$ cat config.mk
export PLATFORM = sky130hd
export DESIGN_NAME = debounced_press_timer_ascii
export DESIGN_NICKNAME = d
export VERILOG_FILES = /design/src/sv/dpt_pkg.sv /design/src/sv/debounced_press_timer_ascii.sv /design/src/sv/dpt_front.sv /design/src/sv/dpt_seq.sv /design/src/sv/dpt_conv.sv
export SDC_FILE = /design/constraint.sdc
export NUM_CORES = 1
export LEC_CHECK = 0
export BUFFER_PORTS_ARGS = -buffer_cell sky130_fd_sc_hd__buf_2
export CORE_MARGIN = 2
export CORE_UTILIZATION = 53
export CTS_CLUSTER_SIZE = 10
export DETAILED_ROUTE_END_ITERATION = 8
export GPL_ROUTABILITY_DRIVEN = 1
export PLACE_DENSITY_LB_ADDON = 0.15
export SYNTH_ARGS = -nofsm -noshare
export SYNTH_HDL_FRONTEND = slang
export SYNTH_SLANG_ARGS = --single-unit
$ cat constraint.sdc
create_clock -name aclk -period 4 [get_ports aclk]
set_input_delay 0.6 -clock aclk [delete_from_list [all_inputs] [get_ports aclk]]
set_output_delay 0.6 -clock aclk [all_outputs]
set_load 0.1 [all_outputs]
$ cat src/sv/dpt_pkg.sv
// shared types, constants and microcode table for the debounced press timer
// no dependencies
package dpt_pkg;

    localparam int DEF_COUNT_BITS = 31;
    localparam int DEF_MAX_DIGITS = 10;

    localparam logic [15:0] STEP_INC_RESET = 16'd100;
    localparam int          CFG_ADDR_BITS  = 3;
    localparam logic        REG_STEP_INC   = 1'b0;   // word index of step_increment

    localparam logic [7:0] CHAR_ZERO    = 8'd48;
    localparam logic [7:0] CHAR_NEWLINE = 8'd10;

    typedef enum logic [1:0] {
        DB_UP,
        DB_FALLING,
        DB_DOWN,
        DB_RISING
    } db_state_t;

    localparam int PC_BITS = 3;
    typedef logic [PC_BITS-1:0] pc_t;

    localparam pc_t STEP_IDLE = 3'd0;
    localparam pc_t STEP_CONV = 3'd1;
    localparam pc_t STEP_SKIP = 3'd2;
    localparam pc_t STEP_EMIT = 3'd3;
    localparam pc_t STEP_NL   = 3'd4;

    typedef enum logic [2:0] {
        COND_ALWAYS,
        COND_REPORT,
        COND_BIT_LAST,
        COND_LEAD_END,
        COND_DIGIT_DONE,
        COND_OUT_ACK
    } cond_t;

    typedef struct packed {
        logic  in_ready;
        logic  load;
        logic  shift;
        logic  idx_dec;
        logic  out_valid;
        logic  out_nl;
        cond_t cond;
        pc_t   target;
    } ucode_t;

    // sequencer to datapath
    typedef struct packed {
        logic load;
        logic shift;
        logic idx_dec;
        logic out_nl;
    } ctrl_t;

    // datapath to sequencer
    typedef struct packed {
        logic bit_last;
        logic lead_end;
        logic idx_zero;
    } stat_t;

    function automatic ucode_t rom_word(input pc_t pc);
        ucode_t w;
        w = '{in_ready: 1'b0, load: 1'b0, shift: 1'b0, idx_dec: 1'b0,
              out_valid: 1'b0, out_nl: 1'b0, cond: COND_ALWAYS, target: STEP_IDLE};
        case (pc)
            STEP_IDLE: begin
                w.in_ready = 1'b1;
                w.load     = 1'b1;
                w.cond     = COND_REPORT;
                w.target   = STEP_CONV;
            end
            STEP_CONV: begin
                w.shift  = 1'b1;
                w.cond   = COND_BIT_LAST;
                w.target = STEP_SKIP;
            end
            STEP_SKIP: begin
                w.idx_dec = 1'b1;
                w.cond    = COND_LEAD_END;
                w.target  = STEP_EMIT;
            end
            STEP_EMIT: begin
                w.out_valid = 1'b1;
                w.idx_dec   = 1'b1;
                w.cond      = COND_DIGIT_DONE;
                w.target    = STEP_NL;
            end
            STEP_NL: begin
                w.out_valid = 1'b1;
                w.out_nl    = 1'b1;
                w.cond      = COND_OUT_ACK;
                w.target    = STEP_IDLE;
            end
            default: begin
                w.cond   = COND_ALWAYS;
                w.target = STEP_IDLE;
            end
        endcase
        return w;
    endfunction

    // smaller of 2^cb - 1 and 10^md - 1
    function automatic logic [63:0] count_limit(input int cb, input int md);
        longint unsigned bin_lim;
        longint unsigned dec_lim;
        bin_lim = (64'd1 << cb) - 64'd1;
        dec_lim = 64'd1;
        for (int i = 0; i < md; i++) begin
            dec_lim = dec_lim * 64'd10;
        end
        dec_lim = dec_lim - 64'd1;
        return (bin_lim < dec_lim) ? bin_lim : dec_lim;
    endfunction

endpackage

$ cat src/sv/debounced_press_timer_ascii.sv
// top level of the debounced press timer with decimal ascii report
// depends on dpt_pkg, dpt_front, dpt_seq, dpt_conv
//
// Each input item is one sample of the button pin (0 = pressed). A tick that
// confirms no release is taken and gives no output. A tick that confirms a
// release starts a report: the count is converted to bcd one bit per cycle in
// the bit-serial conversion loop of the microcoded sequencer, the leading
// digits are scanned one per cycle, then each digit and the closing newline
// are offered on the m_ side and each is held until accepted. No new sample
// is taken until the newline has been accepted.
module debounced_press_timer_ascii #(
    parameter int COUNT_BITS = dpt_pkg::DEF_COUNT_BITS,
    parameter int MAX_DIGITS = dpt_pkg::DEF_MAX_DIGITS
) (
    input  logic                              aclk,
    input  logic                              aresetn,
    input  logic                              s_tvalid,
    output logic                              s_tready,
    input  logic [7:0]                        s_tdata,   // [0] pin_level, rest zero
    output logic                              m_tvalid,
    input  logic                              m_tready,
    output logic [7:0]                        m_tdata,   // [7:0] ascii_char
    output logic                              m_tlast,   // last_char
    input  logic                              psel,
    input  logic                              penable,
    input  logic                              pwrite,
    input  logic [dpt_pkg::CFG_ADDR_BITS-1:0] paddr,
    input  logic [31:0]                       pwdata,
    output logic [31:0]                       prdata,
    output logic                              pready
);

    logic [15:0]           step_inc_reg;
    logic                  in_fire;
    logic                  report;
    logic [COUNT_BITS-1:0] count;
    dpt_pkg::ctrl_t        ctrl;
    dpt_pkg::stat_t        stat;

    assign pready = 1'b1;

    always_ff @(posedge aclk) begin
        if (!aresetn) begin
            step_inc_reg <= dpt_pkg::STEP_INC_RESET;
        end else if (psel && penable && pwrite && pready &&
                     paddr[2] == dpt_pkg::REG_STEP_INC) begin
            step_inc_reg <= pwdata[15:0];
        end
    end

    assign prdata = (paddr[2] == dpt_pkg::REG_STEP_INC) ? {16'd0, step_inc_reg} : 32'd0;

    assign in_fire = s_tvalid & s_tready;

    dpt_front #(
        .COUNT_BITS(COUNT_BITS),
        .MAX_DIGITS(MAX_DIGITS)
    ) u_front (
        .aclk     (aclk),
        .aresetn  (aresetn),
        .in_fire  (in_fire),
        .pin_level(s_tdata[0]),
        .step_inc (step_inc_reg),
        .report   (report),
        .count    (count)
    );

    dpt_seq u_seq (
        .aclk     (aclk),
        .aresetn  (aresetn),
        .report   (report),
        .out_ready(m_tready),
        .stat     (stat),
        .ctrl     (ctrl),
        .in_ready (s_tready),
        .out_valid(m_tvalid)
    );

    dpt_conv #(
        .COUNT_BITS(COUNT_BITS),
        .MAX_DIGITS(MAX_DIGITS)
    ) u_conv (
        .aclk      (aclk),
        .ctrl      (ctrl),
        .count     (count),
        .stat      (stat),
        .ascii_char(m_tdata)
    );

    assign m_tlast = ctrl.out_nl;

endmodule

$ cat src/sv/dpt_front.sv
// debouncer state machine and saturating press duration counter
// depends on dpt_pkg
module dpt_front #(
    parameter int COUNT_BITS = dpt_pkg::DEF_COUNT_BITS,
    parameter int MAX_DIGITS = dpt_pkg::DEF_MAX_DIGITS
) (
    input  logic                  aclk,
    input  logic                  aresetn,
    input  logic                  in_fire,
    input  logic                  pin_level,
    input  logic [15:0]           step_inc,
    output logic                  report,
    output logic [COUNT_BITS-1:0] count
);

    localparam int SUM_W = ((COUNT_BITS > 16) ? COUNT_BITS : 16) + 1;
    localparam logic [COUNT_BITS-1:0] LIMIT =
        COUNT_BITS'(dpt_pkg::count_limit(COUNT_BITS, MAX_DIGITS));

    dpt_pkg::db_state_t    state_reg, state_next;
    logic [COUNT_BITS-1:0] count_reg, count_next;
    logic [SUM_W-1:0]      sum;
    logic                  pressed;

    assign pressed = ~pin_level;
    assign sum     = SUM_W'(count_reg) + SUM_W'(step_inc);

    always_ff @(posedge aclk) begin
        if (!aresetn) begin
            state_reg <= dpt_pkg::DB_UP;
            count_reg <= '0;
        end else begin
            state_reg <= state_next;
            count_reg <= count_next;
        end
    end

    always_comb begin
        state_next = state_reg;
        count_next = count_reg;
        report     = 1'b0;
        if (in_fire) begin
            case (state_reg)
                dpt_pkg::DB_UP: begin
                    if (pressed) state_next = dpt_pkg::DB_FALLING;
                end
                dpt_pkg::DB_FALLING: begin
                    state_next = pressed ? dpt_pkg::DB_DOWN : dpt_pkg::DB_UP;
                end
                dpt_pkg::DB_DOWN: begin
                    count_next = (sum > SUM_W'(LIMIT)) ? LIMIT : sum[COUNT_BITS-1:0];
                    if (!pressed) state_next = dpt_pkg::DB_RISING;
                end
                dpt_pkg::DB_RISING: begin
                    if (pressed) begin
                        state_next = dpt_pkg::DB_DOWN;
                    end else begin
                        state_next = dpt_pkg::DB_UP;
                        report     = 1'b1;
                        count_next = '0;
                    end
                end
                default: state_next = dpt_pkg::DB_UP;
            endcase
        end
    end

    // value taken by the converter on the report edge, before clearing
    assign count = count_reg;

endmodule

$ cat src/sv/dpt_seq.sv
// microcode sequencer: step counter, control table lookup, conditional jumps
// depends on dpt_pkg
module dpt_seq (
    input  logic            aclk,
    input  logic            aresetn,
    input  logic            report,
    input  logic            out_ready,
    input  dpt_pkg::stat_t  stat,
    output dpt_pkg::ctrl_t  ctrl,
    output logic            in_ready,
    output logic            out_valid
);

    dpt_pkg::pc_t   pc_reg, pc_next;
    dpt_pkg::ucode_t cw;
    logic           jump;
    logic           step_go;

    assign cw = dpt_pkg::rom_word(pc_reg);

    always_ff @(posedge aclk) begin
        if (!aresetn) begin
            pc_reg <= dpt_pkg::STEP_IDLE;
        end else begin
            pc_reg <= pc_next;
        end
    end

    always_comb begin
        case (cw.cond)
            dpt_pkg::COND_ALWAYS:     jump = 1'b1;
            dpt_pkg::COND_REPORT:     jump = report;
            dpt_pkg::COND_BIT_LAST:   jump = stat.bit_last;
            dpt_pkg::COND_LEAD_END:   jump = stat.lead_end;
            dpt_pkg::COND_DIGIT_DONE: jump = out_ready & stat.idx_zero;
            dpt_pkg::COND_OUT_ACK:    jump = out_ready;
            default:                  jump = 1'b1;
        endcase
    end

    // an output step only moves on when its item is taken
    assign step_go = ~cw.out_valid | out_ready;
    assign pc_next = jump ? cw.target : pc_reg;

    assign ctrl.load    = cw.load & jump;
    assign ctrl.shift   = cw.shift;
    assign ctrl.idx_dec = cw.idx_dec & step_go & ~jump;
    assign ctrl.out_nl  = cw.out_nl;
    assign in_ready     = cw.in_ready;
    assign out_valid    = cw.out_valid;

endmodule

$ cat src/sv/dpt_conv.sv
// bit-serial binary to bcd converter, digit buffer and character select
// depends on dpt_pkg
module dpt_conv #(
    parameter int COUNT_BITS = dpt_pkg::DEF_COUNT_BITS,
    parameter int MAX_DIGITS = dpt_pkg::DEF_MAX_DIGITS
) (
    input  logic                  aclk,
    input  dpt_pkg::ctrl_t        ctrl,
    input  logic [COUNT_BITS-1:0] count,
    output dpt_pkg::stat_t        stat,
    output logic [7:0]            ascii_char
);

    localparam int CNT_W = $clog2(COUNT_BITS + 1);
    localparam int IDX_W = $clog2(MAX_DIGITS);

    logic [COUNT_BITS-1:0] bin_reg;
    logic [3:0]            digit_reg [MAX_DIGITS];
    logic [3:0]            adj       [MAX_DIGITS];
    logic [CNT_W-1:0]      bitcnt_reg;
    logic [IDX_W-1:0]      idx_reg;
    logic [3:0]            cur_digit;

    // add-3 correction on every digit of 5 or more before the shift
    always_comb begin
        for (int i = 0; i < MAX_DIGITS; i++) begin
            adj[i] = (digit_reg[i] >= 4'd5) ? digit_reg[i] + 4'd3 : digit_reg[i];
        end
    end

    always_ff @(posedge aclk) begin
        if (ctrl.load) begin
            bin_reg    <= count;
            bitcnt_reg <= CNT_W'(COUNT_BITS);
            idx_reg    <= IDX_W'(MAX_DIGITS - 1);
            for (int i = 0; i < MAX_DIGITS; i++) begin
                digit_reg[i] <= 4'd0;
            end
        end else begin
            if (ctrl.shift) begin
                bin_reg      <= {bin_reg[COUNT_BITS-2:0], 1'b0};
                bitcnt_reg   <= bitcnt_reg - CNT_W'(1);
                digit_reg[0] <= {adj[0][2:0], bin_reg[COUNT_BITS-1]};
                for (int i = 1; i < MAX_DIGITS; i++) begin
                    digit_reg[i] <= {adj[i][2:0], adj[i-1][3]};
                end
            end
            if (ctrl.idx_dec) begin
                idx_reg <= idx_reg - IDX_W'(1);
            end
        end
    end

    assign cur_digit     = digit_reg[idx_reg];
    assign stat.bit_last = (bitcnt_reg == CNT_W'(1));
    assign stat.idx_zero = (idx_reg == '0);
    assign stat.lead_end = (cur_digit != 4'd0) | stat.idx_zero;

    assign ascii_char = ctrl.out_nl ? dpt_pkg::CHAR_NEWLINE
                                    : dpt_pkg::CHAR_ZERO + {4'd0, cur_digit};

endmodule

Word-level counts from Yosys, hierarchy flattened
Memories as Yosys holds them, arrays and structs flattened. A register that Yosys moved wholly into a read port is not among the register bits.
Cells that the tools add are included.
W data, S select, Z words.
Operators by class
  add/sub/neg operators: 14
  $mul: 0
  divide/modulo/power cells: 0
  order comparisons: 11
  eq/ne operators: 16
  shift operators: 0
  multiplexer cells: 48
  bitwise gates (word level): 20
  reduce and logical (&&, ||, !) cells: 14
Operator list (count)
  $mux W31: 4
  $mux W4: 21
  $pmux W31 S2: 1
  $ge A4 B3 Y1 const B: 10
  $add A4 B2 Y4 const B: 9
  $add A31 B16 Y32: 1
  $gt A32 B31 Y1 const B: 1
  $pmux W6 S5: 1
  $mux W16: 1
  $eq A3 B2 Y1 const B: 4
  $mux W1: 12
  $or A1 B1 Y1: 12
  $eq A3 B3 Y1 const B: 3
  $mux W2: 4
  $mux W8: 1
  $add A6 B4 Y7 const A: 1
  $eq A3 B1 Y1 const B: 2
  $ne A2 B2 Y1 const B: 3
  $pmux W2 S3: 1
  $reduce_and A3 Y1: 2
  $reduce_or A2 Y1: 3
  $and A1 B1 Y1: 5
  $eq A5 B1 Y1 const B: 1
  $pmux W1 S5: 1
  13 further kinds: 19
Storage, ports and cells
  register bits: 92
  latch bits: 0
  memory bits (writable): 40
  ROM bits: 0
  input bits: 50
  output and inout bits: 44
  word-level logic and storage cells: 131
  memories: 1
Memories
  u_conv.digit_reg: words 10, bits a word 4, rd ports 11, clocked after memory_dff 1, write ports 10, RTL line dpt_conv.sv:18  | logic [3:0] digit_reg [MAX_DIGITS];

Longest topological paths before layout
  word-level depth: 9
  mapped depth: 11
  mapped depth without buffers: 10

Cells and area by module
Synthesis repeated with hierarchy kept, for this count alone.
Second synthesis, totals
  cells, all modules: 818
  area total of the unflattened synthesis: 8209.1 µm²
Modules (own cells, without submodules)
  dpt_conv: instances 1, cells each 376, area each 4518.1 µm²
  dpt_front: instances 1, cells each 303, area each 2507.4 µm²
  debounced_press_timer_ascii: instances 1, cells each 107, area each 928.4 µm²
  dpt_seq: instances 1, cells each 32, area each 255.2 µm²

Worst setup path after synthesis
No wires, ideal clock.
  path type: register -> output
  from: register u_seq.pc_reg[1]
  to: output m_tdata[0]
  arrival: 4.764 ns
  required time: 3.400 ns
  setup slack: -1.364 ns
  cell stages (with the launch flop): 6
  path through: dfxtp_1 buf_2 or3b_2 clkbuf_1 inv_1 a211oi_1
On the way
  cells in the longest elaborated chain, start to end: 3
RTL lines
  start, declared: RTL line dpt_seq.sv:14  | dpt_pkg::pc_t pc_reg, pc_next;
  start signal, assigned: RTL line dpt_seq.sv:23  | pc_reg <= dpt_pkg::STEP_IDLE;
  start signal, assigned: RTL line dpt_seq.sv:25  | pc_reg <= pc_next;
  $eq A3 B3 Y1: RTL line dpt_pkg.sv:70  | case (pc)
  $mux W1: RTL line dpt_pkg.sv:70
  via m_tlast: RTL line debounced_press_timer_ascii.sv:23  | output logic m_tlast,
  $mux W8: RTL line dpt_conv.sv:59  | assign ascii_char = ctrl.out_nl ? dpt_pkg::CHAR_NEWLINE
  end, declared: RTL line debounced_press_timer_ascii.sv:22  | output logic [7:0] m_tdata,
The timed path passes the listed nets, and every way through them passes these cells.

==> impl_summary.md <==
Status
The run finished with clean final reports.

Routing
The total number of vias is 6096. The violation count after the first detailed-route iteration is ~480. For this run, design rule violations remaining after detail routing come to 0. In this run the remaining antenna-violating nets after routing total 0. The total detailed-routing wirelength is 16400 µm. The average vias per placed instance is approximately 5.5. For this run, the detailed router's first-pass iteration total came to 7. After detailed routing, the average wire length per cell comes to between 10 and 15 µm.

Die
The die is ~130 µm wide. The core region is around 14000 µm². The die footprint is approximately 16000 µm². The floorplan die height is 125 µm. The initial utilization of the core area, before any placement, comes to 53.8%. During I/O placement, the number of pins put on the boundary was 94. Row generation in the floorplan step produced 44 rows.

Logic synthesis
Ranked by total cell area, the synthesized netlist is headed by sky130_fd_sc_hd__edfxtp_1 (27%), sky130_fd_sc_hd__dfxtp_1 (17%), sky130_fd_sc_hd__nand2_1 (8.3%), sky130_fd_sc_hd__ha_1 (6.4%), sky130_fd_sc_hd__a21oi_1 (5.2%). The register area share after synthesis is roughly 44%. Synthesis produced a netlist whose cell count is 869. The most used flip-flop cell after synthesis is sky130_fd_sc_hd__edfxtp_1.

Of the total synthesized cell area, the portion taken by full adders, half adders and majority gates is around 6.7%. The post-synthesis average cell area is approximately 8.9 µm². During synthesis, Yosys emitted a total of 0 warnings. The share of flip-flops with an asynchronous set or reset after synthesis is 0%. After synthesis, the largest family of logic cells by area is simple AND/OR/NAND/NOR gates. In the synthesized netlist, mux cells make up about 3.5% of the area. The fraction of post-synthesis cell area in the top cell type by area is 27.5%. The synthesized netlist devotes approximately 4.1% of its cell area to XOR and XNOR gates. The cell area after technology mapping is 7760 µm². The number of synthesized flops with an enable pin is 71.

After Yosys synthesis, and, or, nand and nor cells account for approximately a fifth of the synthesized area. The flip-flop and latch count after synthesis is about 140. Summing the areas of all compound-gate instances in the mapped netlist gives between 10 and 15% of the synthesized area.

The number of distinct library cells after synthesis is between 60 and 70. The largest total area in the synthesized netlist belongs to sky130_fd_sc_hd__edfxtp_1.

Critical path
The critical path data arrival time is 2.79 ns. The type of element capturing the critical path is a primary output. The worst setup path is launched from a register.

The worst setup path category is register to primary output. The maximum fanout count along the critical path is 13. The required time of the critical path is 3.40 ns.

Placed design
The total of buffers placed on input and output ports is 49. The last weighted congestion value of the routability-driven placer is roughly 0.98. The instance area at placement is ~8100 µm². The post-detailed-placement half-perimeter wirelength is around 12000 µm.

Cells and area
The register with the most flip-flops in the layout has 40 of them. The top cell types in the final layout, fill and taps aside, are sky130_fd_sc_hd__nand2_1 (171), sky130_fd_sc_hd__a21oi_1 (80), sky130_fd_sc_hd__edfxtp_1 (71). The final instance area is between 8000 and 9000 µm². The net total in the final layout is around 1000. The area growth from synthesis to layout is 11.6%.

The share of layout cells above drive strength 1 is between 10% and 20%. Fill cells in the final layout number between 1000 and 1500. Summing all flip-flop and latch instances after layout gives about 3400 µm².

The most common library cell in the layout ignoring fill and taps is sky130_fd_sc_hd__nand2_1. In the final layout, the multi-input gates occupy 3940 µm². The number of antenna diodes in the final layout is 0.

Timing
The actual transition at the worst max-transition pin is approximately 0.8 ns. The peak clock frequency supported by timing is 295 MHz. The worst hold margin is 0.400 ns. Setup repair after global routing left no endpoint under its margin.

The final critical-path share of the clock period is between 80% and 90%. Adding up every negative setup slack in the final design gives 0 ns. The time the worst path needs with I/O delays and setup is 3.39 ns. The hold violation total from the final report is 0. The max-slew violation count is 0.

The setup skew after layout is 0.00774 ns. The number of setup violations in the final report is 0. Measured against its own limit, the worst slew margin works out to 45.2%.

Global routing
The pin count of the biggest net entering global routing is between 40 and 50. The number of antenna violations at the first check in global routing was 0. The wire length of the first global-routing pass is approximately 28000 µm. The total congestion overflow is 0. The total global routing track utilization is 21.7%. The number of global-route vias before repair is about 5900.

Clocking
The number of buffers on the longest clock path is 2. The post-cts resize count is 0. The insertion delay of the later-clocked pin in the worst-skew pair is 0.42 ns. CTS built an H-tree with a depth of 4. The number of buffers inserted by hold repair at cts is 0.

The number of sinks on the clock net is between 100 and 150. The number of buffers created by CTS is 17. The clock-pin slew of the registers on the worst-case setup and hold paths is 0.06 ns. The number of setup buffers added after CTS is 0. The cell chosen for the clock root is sky130_fd_sc_hd__clkbuf_16. TritonCTS built the clock tree.

Power and ir drop
The clock network is responsible for 47.6% of the overall power. In this run the static leakage power is 0.00349 µW. Combinational logic burns under 10% of the power. The maximum vdd ir drop is approximately 320 µV. Net switching is between 20% and 30% of the power. The switching power is around 780 µW. Power spread over the standard cell area amounts to roughly 380 nW/µm². The internal portion of the total power is approximately 2500 µW.

The sequential power share is a little under half.

Flow run
The max-capacitance violation count is 0.

Hold path
The type of the most critical hold path is input pin to register.
## path summary, 6_finish.rpt
path	start	slack, ns	cells after the start	to
worst min-delay path	pwdata[6]	0.40	3	step_inc_reg[6]
worst min register to register	step_inc_reg[11]	0.48	2	step_inc_reg[11]
worst max-delay path	register	0.61	5	m_tdata[1]
worst max register to register	u_front.count[0]	0.95	10	u_front.count[30]
## metal layers
metal | vias up | part of all wire (%) | track usage, % | routed length, µm
met3 | 18 | 3.9 | 3.47 | 645
met1 | 2855 | 46 | 27.9 | 7590
li1 | 3073 | - | - | -
met2 | 150 | 49 | 37.1 | 7990
met4 | 0 | 1.4 | 7.91 | 222
met5 | - | 0 | 0 | 0
## final cells by class
type | count | share of cell area (%)
Clock buffer | 25 | 5.85
Clock inverter | 7 | 1.03
Inverter | 41 | 1.78
Multi-Input combinational cell | 650 | 45.4
Sequential cell | 136 | 39.6
Tap cell | 184 | 2.66
Timing Repair Buffer | 58 | 3.61
## metrics by stage
step / worst slack, ns / total power, µW / cells / utilization [%]
2_1_floorplan: -0.409 / 1730 / 886 / -
3_3_place_gp: 1.04 / 1750 / 1069 / 55.9
3_5_place_dp: 0.986 / 1760 / 1069 / 55.9
4_1_cts: 0.577 / 3330 / 1101 / 60.1
5_1_grt: 0.466 / 3410 / 1101 / 60.1
6_report: 0.610 / 3310 / 1101 / 60.1
## power by group through the flow
stage	clock network, µW	registers [µW]	logic, µW
finish	1570	1500	236
floorplan	0	1520	218
detailed placement	0	1520	235
CTS	1600	1500	235
global placement	0	1520	229
global route	1660	1500	253
## cells in the mapped netlist, drive strengths merged (11+ instances only)
| master | number |
|---|---|
| nand2b | 15 |
| nor3 | 22 |
| inv | 41 |
| nand2 | 173 |
| buf | 34 |
| dfxtp | 65 |
| edfxtp | 71 |
| ha | 40 |
| a21oi | 80 |
| o21ai | 41 |
| xnor2 | 22 |
| xor2 | 14 |
| nand4 | 11 |
| a211oi | 14 |
| nor2 | 61 |
| nand3 | 21 |
| nor2b | 19 |
| clkbuf | 25 |
## critical path, cell delays in order (launching register included)
cell	delay [ns]
sky130_fd_sc_hd__dfxtp_1	0.77
sky130_fd_sc_hd__mux4_1	0.67
sky130_fd_sc_hd__mux2_2	0.28
sky130_fd_sc_hd__o21ai_0	0.24
sky130_fd_sc_hd__nand2_1	0.11
sky130_fd_sc_hd__buf_2	0.30
## logic make-up after synthesis
family,after synthesis
AND/OR/NAND/NOR,356
adder cells (fa/ha/maj),41
XOR/XNOR,36
buffers and inverters,100
multiplexers,15
flip-flops,136
other,2
AO/OA/AOI/OAI,183
Note: power is estimated with default switching activity, not from simulation.
